File: config.mk
export PLATFORM = sky130hd
export DESIGN_NAME = ioct_outq
export DESIGN_NICKNAME = d
export VERILOG_FILES = /design/src/rtl/core/ioct_pkg.sv /design/src/rtl/core/ioct_outq.sv
export SDC_FILE = /design/constraint.sdc
export NUM_CORES = 1
export LEC_CHECK = 0
export BUFFER_PORTS_ARGS = -buffer_cell sky130_fd_sc_hd__buf_4
export CORE_MARGIN = 10
export CORE_UTILIZATION = 45
export CTS_BUF_LIST = sky130_fd_sc_hd__clkbuf_4 sky130_fd_sc_hd__clkbuf_8
export CTS_CLUSTER_SIZE = 12
export DETAILED_ROUTE_END_ITERATION = 6
export MAX_ROUTING_LAYER = met4
export PLACE_DENSITY = 0.7
export SLEW_MARGIN = 20
export SYNTH_ARGS = -nofsm -noshare
export SYNTH_HDL_FRONTEND = slang
export SYNTH_SLANG_ARGS = --single-unit
File: constraint.sdc
create_clock -name clk_i -period 5.95 [get_ports clk_i]
set_input_delay 1.19 -clock clk_i [delete_from_list [all_inputs] [get_ports clk_i]]
set_output_delay 1.19 -clock clk_i [all_outputs]
set_load 0.005 [all_outputs]
File: src/rtl/core/ioct_pkg.sv
`timescale 1ns / 1ps
// ----------------------------------------------------------------------------
// ioct_pkg
// Types, constants and codes shared by the in-order completion tracker.
// ----------------------------------------------------------------------------
package ioct_pkg;

  localparam int PARTITIONS = 16;
  localparam int WINDOW     = 32;
  localparam int SEQ_BITS   = 32;
  localparam int MAX_OUT    = 32;

  localparam int PART_W = (PARTITIONS > 1) ? $clog2(PARTITIONS) : 1;
  localparam int OFF_W  = $clog2(WINDOW);
  localparam int CNT_W  = $clog2(MAX_OUT);
  localparam int PEND_W = 17;

  localparam logic [PEND_W-1:0] PEND_MAX    = {PEND_W{1'b1}};
  localparam logic [15:0]       RESET_LIMIT = 16'd10000;

  localparam logic REQ_SUBMIT   = 1'b0;
  localparam logic REQ_COMPLETE = 1'b1;

  localparam int CFG_IDX_W = 2;
  localparam int CFG_DAT_W = 16;
  localparam logic [CFG_IDX_W-1:0] CFG_ENABLED = 2'd0;
  localparam logic [CFG_IDX_W-1:0] CFG_PARTS   = 2'd1;
  localparam logic [CFG_IDX_W-1:0] CFG_LIMIT   = 2'd2;

  typedef enum logic [2:0] {
    KIND_ACCEPTED    = 3'd0,
    KIND_BAD_PART    = 3'd1,
    KIND_BACKPRESS   = 3'd2,
    KIND_WINDOW_FULL = 3'd3,
    KIND_BYPASS      = 3'd4,
    KIND_RELEASED    = 3'd5,
    KIND_CPL_ERROR   = 3'd6
  } kind_e;

  typedef enum logic [2:0] {
    CMD_BYPASS   = 3'd0,
    CMD_BAD_SUB  = 3'd1,
    CMD_BAD_CPL  = 3'd2,
    CMD_SUBMIT   = 3'd3,
    CMD_COMPLETE = 3'd4
  } cmd_e;

  typedef struct packed {
    logic        req_type;
    logic [7:0]  partition;
    logic [31:0] seq;
    logic        success;
  } in_item_t;

  typedef struct packed {
    logic [2:0]  out_kind;
    logic [7:0]  out_partition;
    logic [31:0] out_seq;
    logic        out_success;
    logic        last;
  } out_item_t;

  typedef struct packed {
    logic        enabled;
    logic [4:0]  partitions_in_use;
    logic [15:0] backpressure_limit;
  } cfg_t;

  typedef struct packed {
    cmd_e        op;
    logic [7:0]  partition;
    logic [31:0] seq;
    logic        success;
  } cmd_t;

  typedef struct packed {
    logic valid;
    cmd_t cmd;
  } cmd_chan_t;

endpackage

File: src/rtl/core/ioct_outq.sv
`timescale 1ns / 1ps
// ----------------------------------------------------------------------------
// ioct_outq
// Two-entry result queue that decouples the engine from the receiver.
// ----------------------------------------------------------------------------
module ioct_outq import ioct_pkg::*; (
  input  logic      clk_i,
  input  logic      rst_ni,
  input  logic      push_i,
  input  out_item_t item_i,
  output logic      full_o,
  output logic      empty,
  input  logic      pop,
  output out_item_t item_o
);

  out_item_t  mem_q [2];
  logic       wptr_q;
  logic       rptr_q;
  logic [1:0] cnt_q;
  logic       wr_en;
  logic       rd_en;

  assign full_o = (cnt_q == 2'd2);
  assign empty  = (cnt_q == 2'd0);
  assign wr_en  = push_i && !full_o;
  assign rd_en  = pop && !empty;
  assign item_o = mem_q[rptr_q];

  always_ff @(posedge clk_i or negedge rst_ni) begin
    if (!rst_ni) begin
      wptr_q <= 1'b0;
      rptr_q <= 1'b0;
      cnt_q  <= 2'd0;
    end else begin
      if (wr_en) begin
        wptr_q <= ~wptr_q;
      end
      if (rd_en) begin
        rptr_q <= ~rptr_q;
      end
      cnt_q <= cnt_q + 2'(wr_en) - 2'(rd_en);
    end
  end

  always_ff @(posedge clk_i) begin
    if (wr_en) begin
      mem_q[wptr_q] <= item_i;
    end
  end

endmodule

==> results of run 1 <==
[sequential cells by signal, indices dropped and copies added (netlist names)]
| register | count |
|---|---|
| wptr_q | 1 |
| mem_q | 90 |
| rptr_q | 1 |
| cnt_q | 2 |
[worst reg2reg max path, cell delays in order (launching register included)]
cell and delay [ns]:
dfrtp_1 0.41, nand2b_1 0.13, nand2_1 0.15, nor2_4 0.52
buf_4 0.46
[layout by cell type (no fill, tap or decap), drive strengths merged]
cell type / n
nand2: 1
xor2: 1
inv: 2
clkinv: 3
and3: 1
mux2: 45
buf: 97
clkinvlp: 2
nor2b: 1
bufinv: 1
dfrtp: 4
edfxtp: 90
nand2b: 1
clkbuf: 10
xnor2: 3
nor2: 2
ha: 2
[logic make-up after synthesis]
logic type | share of synthesized area (%)
xor+xnor | 0.9614
buf+inv | 2.712
mux | 17.92
simple gates | 0.8242
fa+ha+maj | 0.6865
flops | 76.90
[how the worst max path moves through the flow]
stage | from | end | depth (start not counted)
6_report | rptr_q | item_o[2] | 3
5_1_grt | rptr_q | item_o[2] | 3
4_1_cts | rptr_q | item_o[2] | 3
3_5_place_dp | rptr_q | item_o[2] | 3
3_3_place_gp | rptr_q | item_o[2] | 3
2_1_floorplan | push_i | mem_q[0][0] | 2
[metrics by stage]
stage / total power [uW] / std cells / utilization (%) / hold slack, ns
6_report: 2104 / 368 / 59.09 / 0.5122
2_1_floorplan: 1454 / 158 / - / 0.4608
3_5_place_dp: 1741 / 352 / 56.60 / 0.4948
3_3_place_gp: 1727 / 352 / 56.60 / 0.4925
5_1_grt: 2223 / 368 / 59.09 / 0.5273
4_1_cts: 2141 / 368 / 59.09 / 0.5093
[final cells by class]
class                   instances  area, um2  share of cell area (%)
multi-input cells              57      752.0                   16.30
well taps                     102      127.6                   2.766
inverters                       2      7.507                  0.1627
clock inverters                 6      62.56                   1.356
clock buffers                  10      131.4                   2.848
repair buffers                 97      728.2                   15.79
flip-flops and latches         94       2804                   60.78
[layer usage]
layer | vias up | global-route usage, % | part of all wire [%]
met5 | - | - | 0
met1 | 839 | 12.94 | 42
met3 | 9 | 3.250 | 7.2
met4 | 0 | 5.297 | 1.6
li1 | 816 | - | -
met2 | 63 | 17.99 | 50
[power by group through the flow]
stage	registers (uW)	clock network (uW)	logic, uW
finish	984	402	718
detailed placement	1000	0	737
floorplan	957	0	497
global placement	995	0	732
global route	1000	440	779
CTS	988	415	739
==> flow_metrics.tcl, run 1 <==
set metrics [dict create \
    outcome "finished, final reports clean" \
    vdd_drop_max_uv 232.0 \
    grt_max_degree 46 \
    syn_inst 158 \
    finalInstanceArea_mm2 0.004613 \
    first_pass_iters 4 \
    synthesis.area_mm2 0.003645 \
    start_util_pct 46.68 \
    path_cells "buf_4 > mux2_2 > buf_4" \
    cp.arrival_ns 2.21 \
    yosys-top-cells-count "edfxtp_1, mux2_4, mux2_2" \
    synth_edf_count 90 \
    min_period_ns 3.402 \
    slowest_delay_ns 0.77 \
    yosys.area.top_type_share_pct 74.15 \
    fp.dieH_um 110.0 \
    ff2ff_setup_slack_ns 3.95 \
    cts_tree "built" \
    rows 32 \
    path_max_fanout 26 \
    crit_type "reg -> out" \
    leakage_uw 0.001842 \
    drive_gt1_share_pct 60.15 \
    root_buffer "clkbuf_8" \
    worstHoldPathCells 1 \
    intPower_uw 1539 \
    rr_endpoint "mem_q[0][37]" \
    avgViaCountPerCell 4.693 \
    synth_largest_area_cell "edfxtp_1" \
    p_comb_share_pct 34.1 \
    ys_ff_latch 94 \
    max_freq_ghz 0.2939 \
    worstPathRequired_ns 4.76 \
    finalSetupViolCount 0 \
    crit_buf_inv 2 \
    grt_pass1_vias 1890 \
    syn_nets 209 \
    synthTopCellsByArea "edfxtp_1, mux2_4, dfrtp_1" \
    ios 96 \
    finalHoldViolCount 0 \
    max_cap_violations 0 \
    gp_congestion 0.7068 \
    clockPowerShare_pct 19.1 \
    placed_area_mm2 0.004419 \
    yosysUniqueCellTypes 15 \
    dp_hpwl_um 4698 \
    portBuffers 95 \
    post-route-period-util_pct 57.18 \
    syn_area_per_cell_um2 23.07 \
    grt_util_all_layers_pct 11.29 \
    drc 0 \
    path_clk_slew_ns 0.08 \
    sequentialPowerShare_pct 46.8 \
    n_fill_cell 603 \
    crit_path_start_kind "flop" \
    drtIter0Drc 52 \
    synthArstFlopShare_pct 4.255 \
    cts_resized 0 \
    wire_per_inst_um 17.86 \
    clockBufferDepth 2 \
    tns_ns 0 \
    coreArea_mm2 0.007807 \
    ant_nets 0 \
    reg2regPathDepth 4 \
    min-delay-start "cnt_q[1]" \
    cp_top_family "flip-flops" \
    crit_slowest_cell "dfrtp_2" \
    numClockSinks 94 \
    rsz0062_at_grt "no" \
    synth_most_common_cell "edfxtp_1" \
    dr_total_vias 1727 \
    n_antenna_cell 0 \
    holdPathEnd "cnt_q[1]" \
    crit_top_cell "buf_4" \
    swShare_pct 26.87 \
    final.setup.worst_slack_ns 2.548 \
    die_area_mm2 0.01210 \
    numCtsBuffers 9 \
    end_kind "primary output" \
    cts_setup_buffers 0 \
    p_switching_uw 565.3 \
    htreeDepth 3 \
    grt_pass1_wl_um 9887 \
    area_delta_synth_final_pct 26.57 \
    wl_um 6571 \
    place_ws_ns 2.880 \
    clock_latency_ns 0.35 \
    antenna_found_initial 0 \
    slew_headroom_pct 28.42 \
    tightest_slew_ns 1.074 \
    skew_ns 0.01122 \
    slew_viol_final 0 \
    yosysWarnings 0 \
    power.density_mw_per_mm2 456.1 \
    hold_class "reg -> reg" \
    die_w_um 110.0 \
    grt_overflow 0 \
    r2r_start "cnt_q[1]" \
    ctsHoldBuffers 0 \
    yosysSeqAreaShare_pct 76.90 \
    synth_top_flop_cell "edfxtp_1" \
    fin_nets 312 \
]
No activity file was read; power rests on OpenSTA's default activity.
==> run 2: changes to the inputs <==
Clock period 5.95 ns to 3.22 ns, I/O delays scaled along.
==> flow_metrics.tcl, run 2 (synthesis results as in run 1) <==
set metrics [dict create \
    tns_ns 0 \
    leakage_uw 0.001869 \
    reg_top3 "mem_q x90, cnt_q x2" \
    numCtsBuffers 9 \
    finalSetupViolCount 0 \
    grt_util_all_layers_pct 10.57 \
    outcome "finished, final reports clean" \
    grt_pass1_wl_um 9473 \
    worstPathRequired_ns 2.58 \
    post-route-period-util_pct 71.60 \
    crit_top_cell "buf_4" \
    cp.arrival_ns 1.66 \
    max_freq_ghz 0.4337 \
    die_w_um 110.0 \
    first_pass_iters 4 \
    cts_tree "built" \
    end_kind "primary output" \
    numClockSinks 94 \
    wire_per_inst_um 16.98 \
    wl_um 6266 \
    avgViaCountPerCell 4.707 \
    n_antenna_cell 0 \
    cp_top_family "buffers and inverters" \
    placed_area_mm2 0.004447 \
    area_delta_synth_final_pct 27.81 \
    clockBufferDepth 2 \
    grt_overflow 0 \
    coreArea_mm2 0.007807 \
    path_clk_slew_ns 0.08 \
    place_ws_ns 1.180 \
    ff2ff_setup_slack_ns 1.39 \
    rows 32 \
    slew_headroom_pct 52.68 \
    vdd_drop_max_uv 582.9 \
    grt_max_degree 38 \
    layout_commonest_cell "buf_4" \
    portBuffers 95 \
    slowest_delay_ns 0.41 \
    crit_type "reg -> out" \
    final_util_pct 59.66 \
    drtIter0Drc 53 \
    rsz0062_at_grt "no" \
    largest-register "mem_q" \
    finalInstanceArea_mm2 0.004658 \
    fp.dieH_um 110.0 \
    ant_nets 0 \
    dr_total_vias 1737 \
    ctsHoldBuffers 0 \
    slew_viol_final 0 \
    crit_slowest_cell "buf_4" \
    crit_buf_inv 2 \
    largest_reg_flops 90 \
    path_max_fanout 26 \
    root_buffer "clkbuf_8" \
    fin_nets 314 \
    tightest_slew_ns 0.7081 \
    power.density_mw_per_mm2 852.8 \
    gp_congestion 0.7021 \
    max_cap_violations 0 \
    drive_gt1_share_pct 60.67 \
    crit_path_start_kind "flop" \
    cts_setup_buffers 0 \
    antenna_found_initial 0 \
    start_util_pct 46.68 \
    path_cells "buf_4 > mux2_2 > buf_4" \
    drc 0 \
    grt_pass1_vias 1831 \
    skew_ns 0.005976 \
    htreeDepth 3 \
    finalHoldViolCount 0 \
    ios 96 \
    dp_hpwl_um 4478 \
    cts_resized 0 \
    die_area_mm2 0.01210 \
    min_period_ns 2.306 \
    final.setup.worst_slack_ns 0.9144 \
    hold_class "in -> async" \
    layout_common_cells "buf_4, edfxtp_1, mux2_4" \
    clock_latency_ns 0.33 \
]
-- run 2: cell count changes in the layout (fill, tap and decap cells not counted), sizes merged --
cell,change
bufinv,+1
clkinvlp,-1
buf,+2
clkinv,-2
clkbuf,+1
-- run 2: final cells by class --
class	count	area, um2
clock buffers	11	138.9
clock inverters	4	72.57
fillers	605	3149
inverters	2	7.507
multi-input cells	57	752.0
flip-flops and latches	94	2804
well taps	102	127.6
repair buffers	99	755.7
-- run 2: worst paths after layout --
check                                start            to  cells past startpoint
worst max-delay path                rptr_q     item_o[0]                      3
worst min-delay path                rst_ni      cnt_q[0]                      1
worst max register to register    cnt_q[1]  mem_q[0][27]                      4
worst min register to register    cnt_q[1]      cnt_q[1]                      1
max in group asynchronous           rst_ni        rptr_q                      1
min in group clk_i              item_i[31]  mem_q[0][31]                      1
-- run 2: worst reg2reg max path, delay by kind of cell, from the launching register on --
| kind | cells | cell delay [ns] |
|---|---|---|
| flops | 1 | 0.41 |
| buf+inv | 1 | 0.28 |
| simple gates | 3 | 0.85 |
-- run 2: layer usage --
layer  part of all wire (%)  up-vias  wire length [um]  global-route usage, %
met1                     43      853              2716                  12.55
met3                    8.2        7               511                  3.366
met4                    1.1        0                69                  4.182
met5                      0        -                 0                      -
li1                       -      818                 -                      -
met2                     47       59              2968                  16.47
-- run 2: stage by stage --
step                hold WS, ns  power, uW  std cells
finish                  0.09432       3973        369
global route            0.08027       4179        369
CTS                     0.07542       4037        369
detailed placement       0.4454       3231        354
global placement         0.4434       3212        354
floorplan                0.3484       2688        158
-- run 2: report_power, final --
| part | total (uW) | internal, uW | switching [uW] |
|---|---|---|---|
| Sequential | 1750 | 1670 | 73.8 |
| Combinational | 1410 | 824 | 590 |
| Clock | 810 | 450 | 360 |
